[config.mk]
export PLATFORM = sky130hd
export DESIGN_NAME = gms_datapath
export DESIGN_NICKNAME = d
export VERILOG_FILES = /design/src/sv/gms_pkg.sv /design/src/sv/gms_datapath.sv
export SDC_FILE = /design/constraint.sdc
export NUM_CORES = 2
export LEC_CHECK = 0
export BUFFER_PORTS_ARGS = -buffer_cell sky130_fd_sc_hd__buf_2
export CAP_MARGIN = 15
export CORE_AREA = 2 2 561 563
export CTS_CLUSTER_SIZE = 12
export DETAILED_ROUTE_END_ITERATION = 8
export DIE_AREA = 0 0 563 565
export PLACE_DENSITY_LB_ADDON = 0.2
export SYNTH_ARGS = -nofsm -noshare
export SYNTH_HDL_FRONTEND = slang
export SYNTH_SLANG_ARGS = --single-unit
[constraint.sdc]
create_clock -name clk -period 21.2 [get_ports clk]
set_clock_uncertainty 0.15 [all_clocks]
set_input_delay 4.24 -clock clk [delete_from_list [all_inputs] [get_ports clk]]
set_output_delay 4.24 -clock clk [all_outputs]
set_load 0.01 [all_outputs]
[src/sv/gms_pkg.sv]
// Package for the grid maze stack search block.
// Holds grid and stack sizes, command and status codes, and the payload types.
// No dependencies.
package gms_pkg;

  localparam int GridRows   = 16;
  localparam int GridCols   = 16;
  localparam int StackDepth = 256;
  localparam int RowW  = 4;
  localparam int ColW  = 4;
  localparam int CellW = RowW + ColW;
  localparam int SpW   = 9;

  localparam logic [1:0] CMD_LOAD  = 2'd0;
  localparam logic [1:0] CMD_SOLVE = 2'd1;
  localparam logic [1:0] CMD_READ  = 2'd2;

  localparam logic [2:0] ST_FOUND    = 3'd0;
  localparam logic [2:0] ST_NOPATH   = 3'd1;
  localparam logic [2:0] ST_OVERFLOW = 3'd2;
  localparam logic [2:0] ST_ENTRY    = 3'd3;
  localparam logic [2:0] ST_BEYOND   = 3'd4;

  localparam logic [2:0] CV_OPEN8   = 3'd0;
  localparam logic [2:0] CV_WALL    = 3'd1;
  localparam logic [2:0] CV_OPEN4   = 3'd2;
  localparam logic [2:0] CV_VISITED = 3'd3;
  localparam logic [2:0] CV_DEAD    = 3'd4;

  typedef struct packed {
    logic [1:0] command;
    logic [3:0] cell_row;
    logic [3:0] cell_col;
    logic [1:0] cell_value;
    logic [7:0] path_index;
  } in_item_t;

  typedef struct packed {
    logic [2:0] status;
    logic [8:0] path_length;
    logic [3:0] step_row;
    logic [3:0] step_col;
  } out_item_t;

  // Controller commands to the datapath.
  typedef struct packed {
    logic       load;        // write the input cell
    logic       start;       // reset search position and stack pointer
    logic       rd_cur;      // read current cell value
    logic       dir_clr;     // restart neighbor scan
    logic       rd_nb;       // read neighbor of current cell at scan index
    logic       push;        // mark current visited and push it, move to neighbor
    logic       dead;        // mark current dead
    logic       pop_rd;      // read top of stack
    logic       pop_wr;      // restore popped cell and move there
    logic       push_goal;   // push goal cell
    logic       fail;        // clear stack pointer
    logic       rd_path;     // read a path entry
  } gms_cmd_t;

  // Datapath status to the controller.
  typedef struct packed {
    logic       at_goal;
    logic       cur_open8;
    logic       cur_open4;
    logic       nb_ok;       // neighbor inside grid and open (valid after rd_nb)
    logic       dir_last;
    logic       stack_full;
    logic       stack_empty;
  } gms_sts_t;

  function automatic logic signed [1:0] dr8(input logic [2:0] i);
    case (i)
      3'd0, 3'd2, 3'd3: dr8 = 2'sd1;
      3'd1, 3'd5:       dr8 = 2'sd0;
      default:          dr8 = -2'sd1;
    endcase
  endfunction

  function automatic logic signed [1:0] dc8(input logic [2:0] i);
    case (i)
      3'd0, 3'd1, 3'd4: dc8 = 2'sd1;
      3'd2, 3'd6:       dc8 = 2'sd0;
      default:          dc8 = -2'sd1;
    endcase
  endfunction

  function automatic logic signed [1:0] dr4(input logic [1:0] i);
    case (i)
      2'd1:    dr4 = 2'sd1;
      2'd2:    dr4 = -2'sd1;
      default: dr4 = 2'sd0;
    endcase
  endfunction

  function automatic logic signed [1:0] dc4(input logic [1:0] i);
    case (i)
      2'd0:    dc4 = 2'sd1;
      2'd3:    dc4 = -2'sd1;
      default: dc4 = 2'sd0;
    endcase
  endfunction

endpackage

[src/sv/gms_datapath.sv]
// Datapath of the maze search: grid memory, path stack memory and search registers.
// Depends on gms_pkg.
module gms_datapath (
  input  logic              clk,
  input  logic              rst_n,
  input  gms_pkg::gms_cmd_t cmd,
  input  gms_pkg::in_item_t in_item,
  output gms_pkg::gms_sts_t sts,
  output logic [8:0]        sp_q,
  output logic [3:0]        entry_row,
  output logic [3:0]        entry_col
);

  logic [2:0]  maze_mem [gms_pkg::GridRows * gms_pkg::GridCols];
  logic [10:0] stack_mem [gms_pkg::StackDepth];

  logic [3:0]  cur_row_r, cur_row_nxt;
  logic [3:0]  cur_col_r, cur_col_nxt;
  logic [2:0]  cur_val_r;
  logic [2:0]  dir_r;
  logic [8:0]  sp_r, sp_nxt;
  logic [3:0]  nb_row_r, nb_col_r;
  logic [10:0] top_r;
  logic [2:0]  cell_r;
  logic        nb_ok_r;

  logic signed [5:0] nr, nc;
  logic        m_we;
  logic [7:0]  m_waddr, m_raddr;
  logic [2:0]  m_wdata;
  logic        m_re;

  always_comb begin
    if (cur_val_r == gms_pkg::CV_OPEN8) begin
      nr = $signed({2'b00, cur_row_r}) + 6'(gms_pkg::dr8(dir_r));
      nc = $signed({2'b00, cur_col_r}) + 6'(gms_pkg::dc8(dir_r));
    end else begin
      nr = $signed({2'b00, cur_row_r}) + 6'(gms_pkg::dr4(dir_r[1:0]));
      nc = $signed({2'b00, cur_col_r}) + 6'(gms_pkg::dc4(dir_r[1:0]));
    end
  end

  always_comb begin
    m_we    = 1'b0;
    m_waddr = {cur_row_r, cur_col_r};
    m_wdata = gms_pkg::CV_VISITED;
    m_re    = cmd.rd_cur | cmd.rd_nb;
    m_raddr = cmd.rd_nb ? {nr[3:0], nc[3:0]} : {cur_row_r, cur_col_r};
    if (cmd.load) begin
      m_we    = 1'b1;
      m_waddr = {in_item.cell_row, in_item.cell_col};
      m_wdata = (in_item.cell_value == 2'd3) ? gms_pkg::CV_WALL : {1'b0, in_item.cell_value};
    end else if (cmd.push) begin
      m_we = 1'b1;
    end else if (cmd.dead) begin
      m_we    = 1'b1;
      m_wdata = gms_pkg::CV_DEAD;
    end else if (cmd.pop_wr) begin
      m_we    = 1'b1;
      m_waddr = top_r[10:3];
      m_wdata = top_r[2:0];
    end
  end

  always_ff @(posedge clk) begin
    if (m_we) begin
      maze_mem[m_waddr] <= m_wdata;
    end
    if (m_re) begin
      cell_r <= maze_mem[m_raddr];
    end
  end

  always_ff @(posedge clk) begin
    if (cmd.push) begin
      stack_mem[sp_r[7:0]] <= {cur_row_r, cur_col_r, cur_val_r};
    end else if (cmd.push_goal) begin
      stack_mem[sp_r[7:0]] <= {cur_row_r, cur_col_r, cell_r};
    end
    if (cmd.pop_rd) begin
      top_r <= stack_mem[sp_r[7:0] - 8'd1];
    end else if (cmd.rd_path) begin
      top_r <= stack_mem[in_item.path_index];
    end
  end

  always_comb begin
    cur_row_nxt = cur_row_r;
    cur_col_nxt = cur_col_r;
    sp_nxt      = sp_r;
    if (cmd.start) begin
      cur_row_nxt = '0;
      cur_col_nxt = '0;
      sp_nxt      = '0;
    end else if (cmd.push) begin
      cur_row_nxt = nb_row_r;
      cur_col_nxt = nb_col_r;
      sp_nxt      = sp_r + 9'd1;
    end else if (cmd.push_goal) begin
      sp_nxt = sp_r + 9'd1;
    end else if (cmd.pop_wr) begin
      cur_row_nxt = top_r[10:7];
      cur_col_nxt = top_r[6:3];
      sp_nxt      = sp_r - 9'd1;
    end else if (cmd.fail) begin
      sp_nxt = '0;
    end
  end

  always_ff @(posedge clk) begin
    if (!rst_n) begin
      cur_row_r <= '0;
      cur_col_r <= '0;
      sp_r      <= '0;
      dir_r     <= '0;
    end else begin
      cur_row_r <= cur_row_nxt;
      cur_col_r <= cur_col_nxt;
      sp_r      <= sp_nxt;
      if (cmd.dir_clr) begin
        dir_r <= '0;
      end else if (cmd.rd_nb) begin
        dir_r <= dir_r + 3'd1;
      end
    end
  end

  always_ff @(posedge clk) begin
    if (cmd.rd_cur) begin
      cur_val_r <= maze_mem[{cur_row_r, cur_col_r}];
    end
    if (cmd.rd_nb) begin
      nb_row_r <= nr[3:0];
      nb_col_r <= nc[3:0];
      nb_ok_r  <= (nr >= 6'sd0) && (nr < 6'(gms_pkg::GridRows)) &&
                  (nc >= 6'sd0) && (nc < 6'(gms_pkg::GridCols));
    end
  end

  assign sts.at_goal     = (cur_row_r == 4'(gms_pkg::GridRows - 1)) &&
                           (cur_col_r == 4'(gms_pkg::GridCols - 1));
  assign sts.cur_open8   = cur_val_r == gms_pkg::CV_OPEN8;
  assign sts.cur_open4   = cur_val_r == gms_pkg::CV_OPEN4;
  assign sts.nb_ok       = nb_ok_r &&
                           (cell_r == gms_pkg::CV_OPEN8 || cell_r == gms_pkg::CV_OPEN4);
  assign sts.dir_last    = (cur_val_r == gms_pkg::CV_OPEN8) ? (dir_r == 3'd0)
                                                             : (dir_r == 3'd4);
  assign sts.stack_full  = sp_r >= 9'(gms_pkg::StackDepth);
  assign sts.stack_empty = sp_r == 9'd0;

  assign sp_q      = sp_r;
  assign entry_row = top_r[10:7];
  assign entry_col = top_r[6:3];

endmodule

==> run summary <==
WP data arrival: 10310 ps
Worst hold endpoint: dir_r[2]$_SDFFE_PP0P_
Overflow after GRT: 0
Clock slew at reported path FFs: 60 ps
Die area: 318000 sq um
WHS: 402 ps
Final Setup Violations: 0
CP endpoint kind: register
Hold Crit Class: reg2reg
Avg Cell Area, Syn: 18.6 sq um
DR WL/cell: 40.7 microns
Synth area leaders: edfxtp_1 (63%), mux4_2 (23%), mux2i_1 (3.0%), nor2_1 (1.5%), nand2_1 (0.93%)
Yosys warning total: 0
CP bufs+invs: 5
Layout cells sized above 1: 29.4%
Vias/cell: 7.60
Core Util, Final: 60.4%
Worst hold path cell count: 2
Max-cap viol count: 0
R2R Path End: top_r[5]$_DFFE_PP_
Most used DFF post-synth: edfxtp_1
CTS max path bufs: 4
Number of I/O port buffers: 55
RePlAce Congestion: 0.962
Synthesis-to-layout area growth: 10.0%
Gr usage total: 35.2%
Final period util: 45.8%
DRT antenna net count: 0
H-tree depth: 5
Worst slew pin tran: 1390 ps
Top cell type's share of synthesized area: 63.4%
Postcts setup bufs: 0
Post-synthesis cell type count: 93
Most frequent cells in the layout: edfxtp_1 (3610), mux4_2 (1732), nor2_1 (657)
CTS Root Cell: clkbuf_16
Vias in the first global route: 102000
Filler cells: 22100
Syn nets: 9264
WL final: 561000 microns
Delay of the slowest critical-path stage: 740 ps
Core area: 311000 sq um
Cell Chain, Critical Path: buf_12 -> buf_4 -> buf_12 -> buf_4 -> buf_4 -> mux4_2 -> a22o_1 -> nor4_1 -> a2111oi_0 -> nand4_1 -> o22ai_1 -> or4_1
Max Clk Rate: 0.103 GHz
Fin nets: 9407
Detail Placement HPWL: 364000 microns
Vias: 105000
IO Pins: 58
M2 GR Usage: 51.8%
Outcome: finished, final reports clean
Gr busiest metal: met2
Commonest non-fill, non-tap cell in the layout: edfxtp_1
Die W: 563 microns
Max Slew Vio Count: 0
# clock sinks: 3630
Multi-input gate area: 58700 sq um
Post-synth EDFFs: 3610
DRT iter0 DRCs: 17800
Yosys top cell by area: edfxtp_1
Crit path kind: in2reg
DRC: 0
CTS tree: yes
CP Launch Point: in_item[0]
Synth Register Bits: 3630
First-pass GRT wire length: 785000 microns
Final hold violations: 0
Sequential fraction of the synthesis area: 63.6%
Async SR Flop Fraction: 0%
Gate Count Post-Synth: 9209
Fin cells: 13800
Cell area power density: 86.4 nW/um^2
Core Rows: 205
R2R depth: 12
RSZ-0062 raised after global routing: no
Startpoint Class: primary input
Placed cells: 13100
Initial antenna violation count: 40
R2r setup slk: 13090 ps
Clock Latency Late Sink: 1020 ps
CTS Hold Buffers Added: 0
Hold Path Origin: dir_r[2]$_SDFFE_PP0P_
Synthesized area: 171000 sq um
Required time worst endpoint: 21810 ps
Die Span Y: 565 microns
Leakage power: 0.0585 uW
Pre-Repair DR Iteration Count: 7
Initial Utilization: 54.9%
CTS resizes: 0
Fin crit period: 9710 ps
Storage cell area: 109000 sq um
Worst r2r src: sp_q[0]$_SDFFE_PP0P_
Max_slew headroom: 7.18%
Total CTS buffers: 379
Worst VDD drop: 0.0685 mV
Pin count of the biggest net entering global routing: 257
Met3 Use GR: 12.3%
Delay-heaviest family, CP: buffers and inverters
Crit path max-delay cell type: buf_4
Most frequent CP cell: buf_4
Critical Path Fanout Max: 95
Met1 Use GR: 46.9%
Total Neg Setup Slack: 0 ps
==> flip-flops by register name, summed over array words and instances (netlist names), 4 cells and up <==
register   count
nb_row_r       4
cur_col_r      4
top_r         11
maze_mem     768
sp_q           9
stack_mem   2816
nb_col_r       4
cur_row_r      4
==> metal layers <==
metal  vias up  share of wire [%]
li1      39500                  -
met1     54800                 34
met2      8821                 45
met3      1443                 15
met4        36                6.1
met5         -              0.047
==> report_power, final <==
| group | switching [uW] | internal, uW | leakage [uW] |
|---|---|---|---|
| clock network | 2790 | 3420 | 0.00545 |
| logic | 1290 | 670 | 0.0200 |
| registers | 46.8 | 8050 | 0.0331 |
| total | 4120 | 12100 | 0.0585 |
==> cell families after synthesis <==
kind of cell	count (synthesis)	share of synthesized area, %
flops	3630	63.6
mux	2261	25.9
simple gates	1583	4.08
compound gates	943	3.88
buf+inv	759	2.25
fa+ha+maj	21	0.162
xor+xnor	12	0.0659
==> per-stage QoR <==
step	cell area [sq um]	power, uW	setup WS (ps)
finish	188000	16300	11490
detailed placement	177000	10100	10400
global placement	176000	10100	10420
floorplan	171000	9430	4470
CTS	188000	16200	11420
global route	188000	16600	11210
==> area by class of cell <==
class / count / area share, %
diodes: 27 / 0.0359
multi-input cells: 4820 / 31.2
inverters: 29 / 0.0605
clock buffers: 469 / 5.27
repair buffers: 492 / 2.13
clock inverters: 169 / 0.690
flip-flops and latches: 3630 / 57.8
well taps: 4140 / 2.75
==> Yosys cell counts, types with 33 or more instances <==
library cell	number
a31oi_1	33
nor3_1	105
a211oi_1	58
nor2_1	679
mux4_2	1732
a22oi_1	102
a21oi_1	140
o221ai_1	102
edfxtp_1	3610
clkbuf_1	328
buf_4	138
buf_6	36
o21ai_0	84
buf_2	161
nand2_1	422
nand4_1	48
nand3_1	143
mux2i_1	516
buf_1	67
o22ai_1	202
nor4_1	38
==> worst max path at each step <==
stage / to / cells past startpoint
6_report: top_r[8]$_DFFE_PP_ / 12
5_1_grt: top_r[8]$_DFFE_PP_ / 12
4_1_cts: top_r[3]$_DFFE_PP_ / 12
3_5_place_dp: top_r[8]$_DFFE_PP_ / 12
3_3_place_gp: top_r[8]$_DFFE_PP_ / 12
2_1_floorplan: maze_mem[0][2]$_DFFE_PP_ / 4
==> worst reg2reg max path, stage by stage (launching register included) <==
cell and delay, ps:
dfxtp_4 510, buf_4 420, or4_1 1010, nand2_8 510
buf_4 620, buf_4 690, buf_4 730, buf_4 750
mux4_2 710, a22o_1 280, a221oi_2 570, nand4_1 260
or4_1 580
Note: power is estimated with default switching activity, not from simulation.
