### src/sv/gms_pkg.sv
// Package for the grid maze stack search block.
// Holds grid and stack sizes, command and status codes, and the payload types.
// No dependencies.
package gms_pkg;

  localparam int GridRows   = 16;
  localparam int GridCols   = 16;
  localparam int StackDepth = 256;
  localparam int RowW  = 4;
  localparam int ColW  = 4;
  localparam int CellW = RowW + ColW;
  localparam int SpW   = 9;

  localparam logic [1:0] CMD_LOAD  = 2'd0;
  localparam logic [1:0] CMD_SOLVE = 2'd1;
  localparam logic [1:0] CMD_READ  = 2'd2;

  localparam logic [2:0] ST_FOUND    = 3'd0;
  localparam logic [2:0] ST_NOPATH   = 3'd1;
  localparam logic [2:0] ST_OVERFLOW = 3'd2;
  localparam logic [2:0] ST_ENTRY    = 3'd3;
  localparam logic [2:0] ST_BEYOND   = 3'd4;

  localparam logic [2:0] CV_OPEN8   = 3'd0;
  localparam logic [2:0] CV_WALL    = 3'd1;
  localparam logic [2:0] CV_OPEN4   = 3'd2;
  localparam logic [2:0] CV_VISITED = 3'd3;
  localparam logic [2:0] CV_DEAD    = 3'd4;

  typedef struct packed {
    logic [1:0] command;
    logic [3:0] cell_row;
    logic [3:0] cell_col;
    logic [1:0] cell_value;
    logic [7:0] path_index;
  } in_item_t;

  typedef struct packed {
    logic [2:0] status;
    logic [8:0] path_length;
    logic [3:0] step_row;
    logic [3:0] step_col;
  } out_item_t;

  // Controller commands to the datapath.
  typedef struct packed {
    logic       load;        // write the input cell
    logic       start;       // reset search position and stack pointer
    logic       rd_cur;      // read current cell value
    logic       dir_clr;     // restart neighbor scan
    logic       rd_nb;       // read neighbor of current cell at scan index
    logic       push;        // mark current visited and push it, move to neighbor
    logic       dead;        // mark current dead
    logic       pop_rd;      // read top of stack
    logic       pop_wr;      // restore popped cell and move there
    logic       push_goal;   // push goal cell
    logic       fail;        // clear stack pointer
    logic       rd_path;     // read a path entry
  } gms_cmd_t;

  // Datapath status to the controller.
  typedef struct packed {
    logic       at_goal;
    logic       cur_open8;
    logic       cur_open4;
    logic       nb_ok;       // neighbor inside grid and open (valid after rd_nb)
    logic       dir_last;
    logic       stack_full;
    logic       stack_empty;
  } gms_sts_t;

  function automatic logic signed [1:0] dr8(input logic [2:0] i);
    case (i)
      3'd0, 3'd2, 3'd3: dr8 = 2'sd1;
      3'd1, 3'd5:       dr8 = 2'sd0;
      default:          dr8 = -2'sd1;
    endcase
  endfunction

  function automatic logic signed [1:0] dc8(input logic [2:0] i);
    case (i)
      3'd0, 3'd1, 3'd4: dc8 = 2'sd1;
      3'd2, 3'd6:       dc8 = 2'sd0;
      default:          dc8 = -2'sd1;
    endcase
  endfunction

  function automatic logic signed [1:0] dr4(input logic [1:0] i);
    case (i)
      2'd1:    dr4 = 2'sd1;
      2'd2:    dr4 = -2'sd1;
      default: dr4 = 2'sd0;
    endcase
  endfunction

  function automatic logic signed [1:0] dc4(input logic [1:0] i);
    case (i)
      2'd0:    dc4 = 2'sd1;
      2'd3:    dc4 = -2'sd1;
      default: dc4 = 2'sd0;
    endcase
  endfunction

endpackage

### src/sv/gms_ctrl.sv
// Controller state machine of the maze search: handshakes, command decode, search sequence.
// Depends on gms_pkg.
module gms_ctrl (
  input  logic               clk,
  input  logic               rst_n,
  input  logic               in_valid,
  output logic               in_ready,
  input  gms_pkg::in_item_t  in_item,
  output logic               out_valid,
  input  logic               out_ready,
  output gms_pkg::out_item_t out_item,
  output gms_pkg::gms_cmd_t  cmd,
  input  gms_pkg::gms_sts_t  sts,
  input  logic [8:0]         sp_q,
  input  logic [3:0]         entry_row,
  input  logic [3:0]         entry_col
);

  localparam logic [3:0] S_IDLE  = 4'd0;
  localparam logic [3:0] S_CUR   = 4'd1;
  localparam logic [3:0] S_EVAL  = 4'd2;
  localparam logic [3:0] S_NB    = 4'd3;
  localparam logic [3:0] S_NBCHK = 4'd4;
  localparam logic [3:0] S_POP   = 4'd5;
  localparam logic [3:0] S_RESTO = 4'd6;
  localparam logic [3:0] S_READ  = 4'd7;
  localparam logic [3:0] S_GOAL  = 4'd8;
  localparam logic [3:0] S_GOAL2 = 4'd9;

  logic [3:0]         state_r, state_nxt;
  logic               out_valid_r, out_valid_nxt;
  gms_pkg::out_item_t out_r, out_nxt;
  logic [7:0]         pidx_r;
  logic [8:0]         plen_r, plen_nxt;
  logic               accept;

  assign in_ready  = (state_r == S_IDLE) && !out_valid_r;
  assign accept    = in_valid && in_ready;
  assign out_valid = out_valid_r;
  assign out_item  = out_r;

  always_comb begin
    state_nxt     = state_r;
    out_valid_nxt = out_valid_r && !out_ready;
    out_nxt       = out_r;
    plen_nxt      = plen_r;
    cmd           = '0;
    case (state_r)
      S_IDLE: begin
        if (accept) begin
          case (in_item.command)
            gms_pkg::CMD_LOAD: begin
              cmd.load = (32'(in_item.cell_row) < gms_pkg::GridRows) &&
                         (32'(in_item.cell_col) < gms_pkg::GridCols);
            end
            gms_pkg::CMD_SOLVE: begin
              cmd.start = 1'b1;
              state_nxt = S_CUR;
            end
            gms_pkg::CMD_READ: begin
              cmd.rd_path = 1'b1;
              state_nxt   = S_READ;
            end
            default: begin
            end
          endcase
        end
      end
      S_CUR: begin
        cmd.rd_cur  = 1'b1;
        cmd.dir_clr = 1'b1;
        state_nxt   = sts.at_goal ? S_GOAL : S_EVAL;
      end
      S_GOAL: begin
        cmd.rd_cur = 1'b1;
        cmd.rd_nb  = 1'b0;
        state_nxt  = S_GOAL2;
      end
      S_EVAL: begin
        if (!sts.cur_open8 && !sts.cur_open4) begin
          cmd.fail      = 1'b1;
          out_valid_nxt = 1'b1;
          out_nxt       = '{gms_pkg::ST_NOPATH, 9'd0, 4'd0, 4'd0};
          plen_nxt      = '0;
          state_nxt     = S_IDLE;
        end else begin
          state_nxt = S_NB;
        end
      end
      S_NB: begin
        cmd.rd_nb = 1'b1;
        state_nxt = S_NBCHK;
      end
      S_NBCHK: begin
        if (sts.nb_ok) begin
          if (sts.stack_full) begin
            cmd.fail      = 1'b1;
            out_valid_nxt = 1'b1;
            out_nxt       = '{gms_pkg::ST_OVERFLOW, 9'd0, 4'd0, 4'd0};
            plen_nxt      = '0;
            state_nxt     = S_IDLE;
          end else begin
            cmd.push  = 1'b1;
            state_nxt = S_CUR;
          end
        end else if (!sts.dir_last) begin
          state_nxt = S_NB;
        end else begin
          cmd.dead = 1'b1;
          if (sts.stack_empty) begin
            out_valid_nxt = 1'b1;
            out_nxt       = '{gms_pkg::ST_NOPATH, 9'd0, 4'd0, 4'd0};
            plen_nxt      = '0;
            state_nxt     = S_IDLE;
          end else begin
            cmd.pop_rd = 1'b1;
            state_nxt  = S_POP;
          end
        end
      end
      S_POP: begin
        state_nxt = S_RESTO;
      end
      S_RESTO: begin
        cmd.pop_wr = 1'b1;
        state_nxt  = S_CUR;
      end
      S_GOAL2: begin
        if (sts.stack_full) begin
          cmd.fail      = 1'b1;
          out_nxt       = '{gms_pkg::ST_OVERFLOW, 9'd0, 4'd0, 4'd0};
          plen_nxt      = '0;
        end else begin
          cmd.push_goal = 1'b1;
          out_nxt       = '{gms_pkg::ST_FOUND, sp_q + 9'd1, 4'd0, 4'd0};
          plen_nxt      = sp_q + 9'd1;
        end
        out_valid_nxt = 1'b1;
        state_nxt     = S_IDLE;
      end
      S_READ: begin
        out_valid_nxt = 1'b1;
        if (9'(pidx_r) < plen_r) begin
          out_nxt = '{gms_pkg::ST_ENTRY, plen_r, entry_row, entry_col};
        end else begin
          out_nxt = '{gms_pkg::ST_BEYOND, plen_r, 4'd0, 4'd0};
        end
        state_nxt = S_IDLE;
      end
      default: begin
        state_nxt = S_IDLE;
      end
    endcase
  end

  always_ff @(posedge clk) begin
    if (!rst_n) begin
      state_r     <= S_IDLE;
      out_valid_r <= 1'b0;
      plen_r      <= '0;
    end else begin
      state_r     <= state_nxt;
      out_valid_r <= out_valid_nxt;
      plen_r      <= plen_nxt;
    end
  end

  always_ff @(posedge clk) begin
    out_r <= out_nxt;
    if (accept) begin
      pidx_r <= in_item.path_index;
    end
  end

endmodule

### config.mk
export PLATFORM = sky130hd
export DESIGN_NAME = gms_ctrl
export DESIGN_NICKNAME = d
export VERILOG_FILES = /design/src/sv/gms_pkg.sv /design/src/sv/gms_ctrl.sv
export SDC_FILE = /design/constraint.sdc
export NUM_CORES = 1
export LEC_CHECK = 0
export ABC_CLOCK_PERIOD_IN_PS = 6200
export CAP_MARGIN = 20
export CORE_AREA = 2 2 66 68
export CTS_BUF_LIST = sky130_fd_sc_hd__clkbuf_8 sky130_fd_sc_hd__clkbuf_16
export DETAILED_ROUTE_END_ITERATION = 10
export DIE_AREA = 0 0 68 70
export DONT_BUFFER_PORTS = 1
export GPL_ROUTABILITY_DRIVEN = 0
export HOLD_SLACK_MARGIN = 0.03
export PLACE_DENSITY = 0.69
export SLEW_MARGIN = 40
export SYNTH_ARGS = -nofsm -noshare
export SYNTH_HDL_FRONTEND = slang
export SYNTH_SLANG_ARGS = --single-unit
### constraint.sdc
create_clock -name clk -period 6.2 [get_ports clk]
set_input_delay 0.62 -clock clk [delete_from_list [all_inputs] [get_ports clk]]
set_output_delay 0.62 -clock clk [all_outputs]
set_load 0.005 [all_outputs]
==> flow_metrics.tcl <==
set metrics [dict create \
    yosys.cell_types.count 51 \
    antenna_found_initial 0 \
    ios 82 \
    rsz0062_at_grt "false" \
    startpoint_type_of_the_worst_setup_path "register" \
    clock_tree.buffer_depth 2 \
    first_pass_grt_wire_length_um 6980 \
    leakage_nw 0.778 \
    final_core_util_pct 55.0 \
    post_drt_wl_per_cell_um 16.7 \
    fp-row-count 24 \
    seq_area_sq_um 1120 \
    synth.avg_cell_area_sq_um 10.8 \
    die_height_um 70 \
    grt_util_all_layers_pct 19.3 \
    post-route-drc-count 0 \
    grt_start_max_net_pins 22 \
    synth-seq-cells 42 \
    report.final.slew_viol_count 0 \
    cts-buffers-inserted 5 \
    cts.reportedPaths.clkPinSlew_ps 80 \
    peakVddDrop_mv 0.170 \
    post-synth-top-area-fraction_pct 38.7 \
    synth_ff_type "edfxtp_1" \
    setup_total_negative_slack_ps 0 \
    timing_hold_violations_final 0 \
    synthesis.yosys.warnings 0 \
    period_needed_ps 2520 \
    worst_pin_slew_ps 571 \
    final_setup_violations 0 \
    detailedPlacementHpwl_um 3300 \
    cts_h_tree_lvls 2 \
    globalRoute.totalOverflow 0 \
    worst_setup_path_end_kind "primary output" \
    firstDrtPassIters 5 \
    cts_repair_resize_count 0 \
    grt_pass1_vias 1474 \
    final.period_utilization_pct 40.6 \
    start_util_pct 52.4 \
    synth-seq-area-share_pct 51.6 \
    n_antenna_cell 0 \
    dr_total_vias 1509 \
    async_reset_ff_share_pct 0 \
    via_per_inst 5.92 \
    clk-insertion-delay-late_ps 290 \
    clock_tree.root_cell "clkbuf_8" \
    layout-drive-gt1-share_pct 9.85 \
    drt-total-wl_um 4260 \
    syn_inst_count 202 \
    cts_setup_buffers 0 \
    syn-cell-area_sq_um 2170 \
    core_sq_um 4140 \
    buffer_ports.inserted 0 \
    hold_path.class "in2reg" \
    multi_input_area_sq_um 953 \
    layout.nets 258 \
    timing.max_slew.rel_slack_pct 61.9 \
    synthDominantAreaCellType "edfxtp_1" \
    die_area_sq_um 4760 \
    worst-path-max-fanout 11 \
    max_freq_mhz 397 \
    synth_fp_nets 258 \
    area_growth_pct 5.01 \
    synth_enable_flop_cells 28 \
    post_synth_main_area_contributors "edfxtp_1, dfxtp_1, ha_1, nand2_1, inv_1" \
    power_density_nw_per_um2 311 \
    worst_ep_required_time_ps 5580 \
    fillers 348 \
    cts.hold.buffers_added 0 \
    ant_nets 0 \
    critical_path_class "reg2out" \
    first_iter_violations 117 \
    status "complete, no violations" \
    die_width_um 68 \
    tritoncts_clock_tree "done" \
    fin_skew_ps 5.49 \
    cts.sink_count 42 \
    timing.critical_path.arrival_ps 1900 \
    max_cap_viol_count 0 \
]
==> cell families (layout without fill, tap and decap cells) <==
| kind of cell | count (synthesis) | count (layout) | synth area share [%] |
|---|---|---|---|
| buffers and inverters | 22 | 23 | 4.84 |
| AND/OR/NAND/NOR | 74 | 74 | 18.8 |
| XOR/XNOR | 9 | 9 | 3.63 |
| flip-flops | 42 | 42 | 51.6 |
| adder cells (fa/ha/maj) | 8 | 8 | 4.61 |
| AO/OA/AOI/OAI | 46 | 46 | 16.1 |
| multiplexers | 1 | 1 | 0.461 |
==> power breakdown <==
| group | switching (mW) | internal [mW] |
|---|---|---|
| clock network | 0.0887 | 0.0770 |
| registers | 0.0313 | 0.353 |
| logic | 0.102 | 0.0568 |
==> sequential cells by signal, indices dropped and copies added, names as in the netlist <==
register	count
out_item	20
state_r	4
out_valid	1
pidx_r	8
plen_r	9
==> per-layer routing <==
layer,vias up,global-route usage [%],wire [um]
met5,-,0,0
met4,0,7.56,96
met3,9,4.83,261
met2,68,32.7,2230
met1,705,23.0,1680
li1,727,-,-
==> critical path, stage by stage (launching register included) <==
cell and delay, ps:
dfxtp_1 650, or2_1 410, nor2_2 100, nand2_1 190
clkinv_1 270
==> placed cells by master, fill, tap and decap left out, types with 3 or more instances in the layout <==
cell       Yosys  final
inv_1         14     14
and2_1         8      8
nor3_1         7      7
o2bb2ai_1      5      5
clkbuf_8       0      5
nand3_1        4      4
edfxtp_1      28     28
a22o_1         3      3
ha_1           8      8
dfxtp_1       14     14
nand2b_1       4      4
xnor2_1        5      5
nor2_1        14     13
o21ai_0       10     10
xor2_1         4      4
a21oi_1        7      7
nand2_1       22     22
==> per-stage QoR <==
| stage | cell area [sq um] | hold slack, ps | setup slack, ps | power, mW | std cells |
|---|---|---|---|---|---|
| 2_1_floorplan | 2170 | 446 | 3790 | 0.524 | 202 |
| 3_3_place_gp | 2190 | 478 | 3840 | 0.537 | 247 |
| 3_5_place_dp | 2200 | 475 | 4020 | 0.548 | 247 |
| 4_1_cts | 2280 | 414 | 3700 | 0.713 | 255 |
| 5_1_grt | 2280 | 410 | 3520 | 0.751 | 255 |
| 6_report | 2280 | 420 | 3680 | 0.709 | 255 |
==> layout make-up <==
class	count	share of cell area, %
Clock buffer	5	3.02
Tap cell	52	2.85
Inverter	15	2.47
Clock inverter	3	0.713
Sequential cell	42	49.1
Multi-Input combinational cell	138	41.8
==> cell usage after synthesis (2+ instances only) <==
master     number
o2bb2ai_1       5
edfxtp_1       28
nand2_1        22
o21ai_0        10
inv_1          14
nor2_1         14
o21a_1          2
nor2_2          2
a32o_1          2
nand2b_1        4
a21boi_1        2
a211oi_1        2
nor2b_1         2
nand3_1         4
a21oi_1         7
buf_2           3
xor2_1          4
nor3_1          7
a21o_1          2
dfxtp_1        14
a22o_1          3
xnor2_1         5
and2_1          8
buf_6           2
ha_1            8
==> final timing paths <==
check,startpoint,endpoint,slack (ps),cells after the start
worst max-delay path,state_r[1]$_SDFFE_PN0P_,cmd[2],3680,4
worst min-delay path,sp_q[0],plen_r[0]$_SDFFE_PN0P_,420,1
worst max register to register,plen_r[6]$_SDFFE_PN0P_,out_item[3]$_DFFE_PP_,4000,7
worst min register to register,plen_r[3]$_SDFFE_PN0P_,plen_r[3]$_SDFFE_PN0P_,490,1
Power figures use the tool's default switching activity.
